<file path="src/sv/mrp_pkg.sv">
`timescale 1ns / 1ps
// Shared types and codes for the MAXRECTS best-short-side-fit packer.
// No dependencies; imported by mrp_ctrl, mrp_datapath and the top level.
package mrp_pkg;

  // Fixed field widths of the request and result transactions
  localparam int IMG_BITS       = 13;
  localparam int POS_BITS       = 12;
  localparam int CFG_INDEX_BITS = 2;

  // Configuration register indexes
  localparam logic [CFG_INDEX_BITS-1:0] REG_BIN_WIDTH  = 2'd0;
  localparam logic [CFG_INDEX_BITS-1:0] REG_BIN_HEIGHT = 2'd1;

  typedef struct packed {
    logic [IMG_BITS-1:0] image_width;
    logic [IMG_BITS-1:0] image_height;
  } request_t;

  typedef struct packed {
    logic                placed_ok;
    logic [POS_BITS-1:0] place_x;
    logic [POS_BITS-1:0] place_y;
    logic                list_overflow;
  } result_t;

  // Datapath operations issued by the controller
  typedef enum logic [2:0] {
    OP_IDLE,
    OP_INIT,
    OP_SCAN,
    OP_SPLIT,
    OP_PRUNE,
    OP_FINISH
  } op_t;

  typedef struct packed {
    op_t  op;
    logic first;   // first cycle of a phase: datapath clears its counters
    logic accept;  // request transaction taken this cycle
  } cmd_t;

  typedef struct packed {
    logic reinit;
    logic scan_done;
    logic found;
    logic split_done;
    logic prune_done;
  } status_t;

endpackage

</file>
<file path="src/sv/mrp_ctrl.sv">
`timescale 1ns / 1ps
// Controller of the packer: sequences init, scan, split, prune and finish.
// Depends on mrp_pkg.
module mrp_ctrl (
  input  logic            clk,
  input  logic            rst,
  input  logic            start,
  output logic            busy,
  input  mrp_pkg::status_t status,
  output mrp_pkg::cmd_t    cmd
);
  import mrp_pkg::*;

  typedef enum logic [5:0] {
    S_INIT   = 6'b000001,
    S_IDLE   = 6'b000010,
    S_SCAN   = 6'b000100,
    S_SPLIT  = 6'b001000,
    S_PRUNE  = 6'b010000,
    S_FINISH = 6'b100000
  } state_t;

  state_t state, state_next;
  logic   first;

  // Next state
  always_comb begin
    state_next = state;
    case (state)
      S_INIT: begin
        // a register write during init rebuilds the whole-bin entry again
        state_next = status.reinit ? S_INIT : S_IDLE;
      end
      S_IDLE: begin
        if (status.reinit) begin
          state_next = S_INIT;
        end else if (start) begin
          state_next = S_SCAN;
        end
      end
      S_SCAN: begin
        if (status.scan_done) begin
          state_next = status.found ? S_SPLIT : S_FINISH;
        end
      end
      S_SPLIT: begin
        if (status.split_done) begin
          state_next = S_PRUNE;
        end
      end
      S_PRUNE: begin
        if (status.prune_done) begin
          state_next = S_FINISH;
        end
      end
      S_FINISH: state_next = S_IDLE;
      default:  state_next = S_INIT;
    endcase
  end

  always_ff @(posedge clk) begin
    if (rst) begin
      state <= S_INIT;
      first <= 1'b1;
    end else begin
      state <= state_next;
      first <= (state_next != state);
    end
  end

  // Command decode
  always_comb begin
    cmd.first  = first;
    cmd.accept = (state == S_IDLE) && start && !status.reinit;
    case (state)
      S_INIT:   cmd.op = OP_INIT;
      S_SCAN:   cmd.op = OP_SCAN;
      S_SPLIT:  cmd.op = OP_SPLIT;
      S_PRUNE:  cmd.op = OP_PRUNE;
      S_FINISH: cmd.op = OP_FINISH;
      default:  cmd.op = OP_IDLE;
    endcase
  end

  assign busy = (state != S_IDLE);

endmodule

</file>
<file path="config.mk">
export PLATFORM = sky130hd
export DESIGN_NAME = mrp_ctrl
export DESIGN_NICKNAME = d
export VERILOG_FILES = /design/src/sv/mrp_pkg.sv /design/src/sv/mrp_ctrl.sv
export SDC_FILE = /design/constraint.sdc
export NUM_CORES = 1
export LEC_CHECK = 0
export ABC_AREA = 1
export BUFFER_PORTS_ARGS = -buffer_cell sky130_fd_sc_hd__buf_2
export CELL_PAD_IN_SITES_DETAIL_PLACEMENT = 0
export CELL_PAD_IN_SITES_GLOBAL_PLACEMENT = 1
export CORE_MARGIN = 5
export CORE_UTILIZATION = 34
export DETAILED_ROUTE_END_ITERATION = 10
export PLACE_DENSITY = 0.85
export SYNTH_ARGS = -nofsm -noshare
export SYNTH_HDL_FRONTEND = slang
export SYNTH_SLANG_ARGS = --single-unit
</file>
<file path="constraint.sdc">
create_clock -name clk -period 1.2 [get_ports clk]
set_input_delay 0.24 -clock clk [delete_from_list [all_inputs] [get_ports clk]]
set_output_delay 0.24 -clock clk [all_outputs]
set_load 0.02 [all_outputs]
</file>
==> results of run 1 <==
cell type report:
class / instances / area share, %
multi-input combinational: 62 / 42.4
timing repair buffer: 39 / 30.4
sequential: 7 / 15.0
inverter: 18 / 7.74
clock buffer: 4 / 2.54
tap: 16 / 1.93
stage by stage:
stage,std cells,total power [uW],hold slack (ns),setup WS [ns]
floorplan,88,378,0.309,0.0652
global placement,128,446,0.469,-0.0843
detailed placement,128,448,0.472,-0.0788
CTS,139,698,0.190,-0.306
global route,146,803,0.202,-0.368
finish,146,755,0.197,-0.290
cell usage in the layout, fill, tap and decap left out, types with 5 or more instances in the layout:
cell,Yosys,final
inv_2,9,5
buf_2,0,8
inv_1,9,8
nor2_4,2,8
nand2_2,2,6
buf_4,1,20
nand2_1,14,9
buf_6,0,11
inv_4,0,5
nor2_1,10,8
worst max-delay path, stage by stage (launching register included):
cell and delay, ns:
dfxtp_4 0.37, inv_4 0.07, nand2_4 0.05, nor2_4 0.13
nand4_1 0.17, inv_2 0.11, buf_6 0.11
worst min path at each step:
stage / from / end / slack, ns
final: rst / state[3]$_SDFF_PP0_ / 0.20
after global routing: rst / state[3]$_SDFF_PP0_ / 0.20
after CTS: rst / state[2]$_SDFF_PP0_ / 0.19
after detailed placement: rst / state[3]$_SDFF_PP0_ / 0.47
after global placement: rst / state[4]$_SDFF_PP0_ / 0.47
after floorplan: rst / state[3]$_SDFF_PP0_ / 0.31
per-layer routing:
metal	vias up	wire length (um)	GRT usage (%)	share of wire, %
met2	20	969	21.7	53
met4	0	27	8.94	1.5
li1	367	-	-	-
met1	317	731	15.2	40
met3	4	108	3.55	5.9
met5	-	0	0	0
timing repair:
| item | in CTS | in global routing |
|---|---|---|
| resized for setup | 25 | 29 |
| setup endpoints to repair | 6 | 11 |
| pin swaps | 6 | 11 |
| buffers inserted | 7 | 7 |
| gates cloned | 0 | 0 |
| hold buffers | 0 | 0 |
power by group:
part	switching, uW	internal [uW]	leakage (uW)	total, uW
Clock	87.9	127	0.0000150	215
Combinational	146	141	0.000452	287
Sequential	14.0	239	0.0000601	253
cells by family (layout without fill, tap and decap cells):
logic type	Yosys count	count (layout)
and+or+nand+nor	52	52
buffers and inverters	19	61
AOI/OAI and AO/OA	10	10
DFF	7	7
registers in the layout (all words and copies together) (netlist names):
name,flops
first,1
state,6
==> metrics.txt, run 1 <==
compound-cell area share of the yosys netlist=between 10% and 20%; leakage=0.000527 uW; P&R area growth vs syn=85.8%; CP Class=reg2out; Reg clk slew, reported paths=0.05 ns; count leader, synth=nand2_1; largest net degree at the start of global routing=6; Starting Density=a little over a third; Adder-Cell Fraction of Synth Area=0%; failing checks=negative setup slack; post-DR wirelength/cell=12.6 um; Core ar.=between 1500 and 2000 um^2; unrepaired setup endpoints after global routing=true; crit end category=output port; final hold vios=0; row cnt=14; maximum clock rate=671 MHz; Clock Latency Late Sink=approximately 0.25 ns; Worst Setup Start Kind=flip-flop; GR Util All Layers=a little over an eighth; H-tree depth=1; sequential area share after synthesis=between 20% and 30%; PwrDens=730 nW/um^2; # clock sinks=7; CP Capture Point=cmd[0]; post-synthesis xor/xnor area fraction=0%; initial DRC count=20; Worst Tran Pin Value=just over 0.2 ns; number of global-route vias before repair=between 600 and 700; main combinational cell family by area after synthesis=simple AND/OR/NAND/NOR gates; TritonCTS clock tree=built; min Tclk post-route=1.49 ns; Placer Congestion=between 0.8 and 0.9; Mapped Area=between 500 and 600 um^2; final period utilization=124%; Rel. slew slack=about 86%; Detailed Routing Iterations Pass 1=4; IO Pins=14; ant diodes=0; Multi-input gate area=439 um^2; Final Setup Violations=8; final wirelength=approximately 1800 um; R2R Path End=first$_SDFF_PP1_; Fill cells=117; CTS Buffer Depth=2; Synth Instances=88; synth cell count leaders=nand2_1, nor2_1, inv_1, inv_2, nor2_2; initial antenna violation count=0; Reg area=about 160 um^2; Max-cap violations=0; Ys Warns=0; fraction of layout cells with a size suffix above 1=between 60% and 70%; mux contribution to synthesized area=0%; global-route wire length before repair=~2600 um; count of different cell masters after synthesis=20; post-placement cell area=slightly above 700 um^2; number of buffers created by CTS=3; Residual DRC=0; R2R cell count=9; Post-synth ARST share=0%; status=complete, but fails checks; top_reg_cell synth=dfxtp_1; Worst Path Required=approximately 0.96 ns; post-route ant nets=0; Overflow after GRT=0; Synth area leaders=dfxtp_1, nand2_1, nor2_2, nor2_1, nand3_1; Die W=50.5 um; post-synth net total=96; fin. max-slew vios=0; CP Launch Point=state[5]$_SDFF_PP0_; Setup Skew=0.00605 ns; final worst slack=-0.290 ns; EDFF count, synth=0; via count=708; port buffer count=13; post-layout util=slightly below 70%; Die ar.=2550 um^2; Final Instance Area=about 1000 um^2; R2R setup slack=-0.19 ns; Synth Area in Simple Gates=51.0%; Root Buffer Master=clkbuf_4; die height=between 50 and 60 um; Yosys top cell area share=approximately 25%; #FFs+latches synth=7; worst hold-check path type=in2reg; WHS Path Cells=2; final-stage net count=~140; reg2reg start=state[0]$_SDFF_PP1_; Via density=~4.8; critical path arrival=approximately 1.3 ns; post-synth top area cell=dfxtp_1; Mean Syn Cell Area=around 6.3 um^2; worst vdd ir=0.645 mV; setup tns final=-1.48 ns; HPWL after DPL=roughly 1100 um; crit path max fanout=4
Power figures use the tool's default switching activity.
==> run 2: changes to the inputs <==
--- a/config.mk
+++ b/config.mk
@@ -5,14 +5,13 @@
 export SDC_FILE = /design/constraint.sdc
 export NUM_CORES = 1
 export LEC_CHECK = 0
-export ABC_AREA = 1
 export BUFFER_PORTS_ARGS = -buffer_cell sky130_fd_sc_hd__buf_2
 export CELL_PAD_IN_SITES_DETAIL_PLACEMENT = 0
 export CELL_PAD_IN_SITES_GLOBAL_PLACEMENT = 1
 export CORE_MARGIN = 5
-export CORE_UTILIZATION = 34
+export CORE_UTILIZATION = 35
 export DETAILED_ROUTE_END_ITERATION = 10
-export PLACE_DENSITY = 0.85
+export PLACE_DENSITY = 0.84
 export SYNTH_ARGS = -nofsm -noshare
 export SYNTH_HDL_FRONTEND = slang
 export SYNTH_SLANG_ARGS = --single-unit
==> run 2 against run 1 <==
Net effect: the flow still finishes with violations (negative setup slack); register-to-register slack lost 0.32 ns; maximum frequency fell by 16%; first-iteration DRC count unchanged; synthesized cell count decreased by 19%; global-route usage grew 3.7 points; flip-flop and latch count stayed put; clock skew down 0.0039 ns; sequential share of layout area down 1.5 points; critical endpoint is now cmd[4]; largest cell class unchanged; largest power group is now sequential cells; highest routed layer unchanged.
==> metrics.txt, run 2 <==
commonest non-fill, non-tap cell in the layout=buf_4 (unchanged); final hold vios=0 (unchanged); min Tclk post-route=1.78 ns (was 1.49 ns); combinational share of power=24.9% (was 38.1%); DP Worst Slack=-0.454 ns (was -0.0788 ns); worst hold-check path type=in2reg (unchanged); final period utilization=148% (was 124%); uppermost layer routed=met4 (unchanged); crit end category=output port (unchanged); Starting Density=36.7% (was 36.5%); initial antenna violation count=0 (unchanged); power share of the clock group=36.6% (was 28.5%); Residual DRC=0 (unchanged); Die W=49.8 um (was 50.5 um); Clock Latency Late Sink=0.26 ns (was 0.25 ns); DRT met1 WL=884 um (was 731 um); Reg clk slew, reported paths=0.06 ns (was 0.05 ns); fin. max-slew vios=0 (unchanged); met3 wire len=150 um (was 108 um); Post-synth ARST share=0% (unchanged); Synth Instances=71 (was 88); crit path max fanout=4 (unchanged); Worst Setup Start Kind=flip-flop (unchanged); H-tree depth=1 (unchanged); Internal=442 uW (was 507 uW); Overflow after GRT=0 (unchanged); maximum clock rate=562 MHz (was 671 MHz); metal2 WL=1100 um (was 969 um); final wirelength=2160 um (was 1840 um); CTS Buffer Depth=2 (unchanged); HPWL after DPL=1330 um (was 1140 um); IO Pins=14 (unchanged); failing checks=negative setup slack (unchanged); Inst Count DP=115 (was 128); EDFF count, synth=0 (unchanged); Mapped Area=553 um^2 (was 557 um^2); post-DR wirelength/cell=16.6 um (was 12.6 um); Core ar.=1510 um^2 (was 1520 um^2); post-route ant nets=0 (unchanged); count leader, synth=nor2_1 (was nand2_1); unrepaired setup endpoints after global routing=true (unchanged); #FFs+latches synth=7 (unchanged); Worst Path Required=0.96 ns (about the same); setup tns final=-5.42 ns (was -1.48 ns); number of buffers created by CTS=3 (unchanged); status=complete, but fails checks (unchanged); Via density=5.71 (was 4.85); worst vdd ir=0.298 mV (was 0.645 mV); post-synth top area cell=dfxtp_1 (unchanged); post-synth net total=79 (was 96); Psw=199 uW (was 248 uW); max reg flops=6 (unchanged); top flop regs=state x6, first x1 (unchanged); via count=742 (was 708); final-stage net count=123 (was 139); final worst slack=-0.578 ns (was -0.290 ns); Synth area leaders=dfxtp_1, o21ai_0, nor2_1, nor3b_1, or4_4 (was dfxtp_1, nand2_1, nor2_2, nor2_1, nand3_1); number of global-route vias before repair=726 (was 641); Worst Tran Pin Value=0.409 ns (was 0.208 ns); non-filler cells, final=130 (was 146); Setup Skew=0.00215 ns (was 0.00605 ns); TritonCTS clock tree=built (unchanged); Root Buffer Master=clkbuf_4 (unchanged); initial DRC count=20 (unchanged); GR Util All Layers=17.1% (was 13.4%); PwrDens=574 nW/um^2 (was 730 nW/um^2); critical path arrival=1.54 ns (was 1.25 ns); count of different cell masters after synthesis=34 (was 20); Detailed Routing Iterations Pass 1=4 (unchanged); Rel. slew slack=72.4% (was 86.1%); P&R area growth vs syn=102% (was 85.8%); global-route wire length before repair=3340 um (was 2620 um); Net Sw Frac=31.0% (was 32.8%); Placer Congestion=0.863 (was 0.860); synth cell count leaders=nor2_1, dfxtp_1, o21ai_0 (was nand2_1, nor2_1, inv_1, inv_2, nor2_2); port buffer count=13 (unchanged); sequential power share=38.5% (was 33.5%); Hold-fix buffers, CTS=0 (unchanged); ant diodes=0 (unchanged); row cnt=14 (unchanged); post-layout util=74.1% (was 67.9%); CP Class=reg2out (unchanged); WHS=0.307 ns (was 0.197 ns); Max-cap violations=0 (unchanged); leakage=0.000449 uW (was 0.000527 uW); sequential area share after synthesis=25.3% (was 25.2%); Die ar.=2480 um^2 (was 2550 um^2); Top reg by flops=state (unchanged); # clock sinks=7 (unchanged); Yosys top cell area share=25.3% (was 25.2%); largest net degree at the start of global routing=8 (was 6); top_reg_cell synth=dfxtp_1 (unchanged); most frequent cells in the layout=buf_4, buf_6, buf_2, nor2_1, dfxtp_2 (was buf_4, buf_6, nand2_1); Final Setup Violations=12 (was 8); fraction of layout cells with a size suffix above 1=70.2% (was 69.2%); Ys Warns=0 (unchanged); Mean Syn Cell Area=7.79 um^2 (was 6.33 um^2); die height=49.8 um (was 50.5 um)
==> run 2: cell type report <==
| type | count | area, um^2 |
|---|---|---|
| sequential | 7 | 150 |
| multi-input combinational | 57 | 544 |
| clock buffer | 4 | 26.3 |
| inverter | 1 | 3.75 |
| tap | 16 | 20.0 |
| fill | 98 | 390 |
| timing repair buffer | 45 | 372 |
==> run 2: path summary, 6_finish.rpt <==
kind / cells after the start / endpoint / start / slack, ns
worst min-delay path: 3 / state[5]$_SDFF_PP0_ / status[0] / 0.31
worst max-delay path: 4 / cmd[4] / state[2]$_SDFF_PP0_ / -0.58
worst max register to register: 5 / first$_SDFF_PP1_ / state[0]$_SDFF_PP1_ / -0.51
worst min register to register: 3 / state[3]$_SDFF_PP0_ / state[1]$_SDFF_PP0_ / 0.70
==> run 2: stage by stage <==
stage                     instance area, um^2  total power [uW]
after global placement                    790               371
after detailed placement                  790               375
final                                    1120               641
after global routing                     1120               671
after CTS                                 972               617
after floorplan                           582               321
==> run 2: logic make-up after synthesis <==
kind of cell              count (synthesis)  share of synthesized area (%)
buffers and inverters                     7                           7.01
DFF                                       7                           25.3
AOI/OAI and AO/OA                        19                           23.3
and+or+nand+nor                          36                           41.2
xor gates and xnor gates                  2                           3.17
==> run 2: routing by layer <==
layer  GRT usage (%)  vias up
met2            29.2       31
met5               0        -
li1                -      352
met3            3.92        4
met1            20.3      355
met4            6.99        0
==> run 2: worst max-delay path: stages (launching register included) <==
cell	delay [ns]
dfxtp_2	0.33
buf_6	0.11
or4_4	0.59
nor2b_4	0.13
buf_6	0.11
==> run 2: power groups by stage <==
| stage | Clock, uW | Sequential, uW | Combinational (uW) |
|---|---|---|---|
| detailed placement | 0 | 252 | 123 |
| finish | 235 | 247 | 160 |
| global placement | 0 | 252 | 119 |
| global route | 254 | 246 | 171 |
| CTS | 224 | 248 | 146 |
| floorplan | 0 | 251 | 70.0 |
==> run 2: repair_timing <==
item,4_1_cts,5_1_grt
gates resized for setup,33,19
setup buffers,6,7
pin swaps,9,14
setup endpoints to repair,12,12
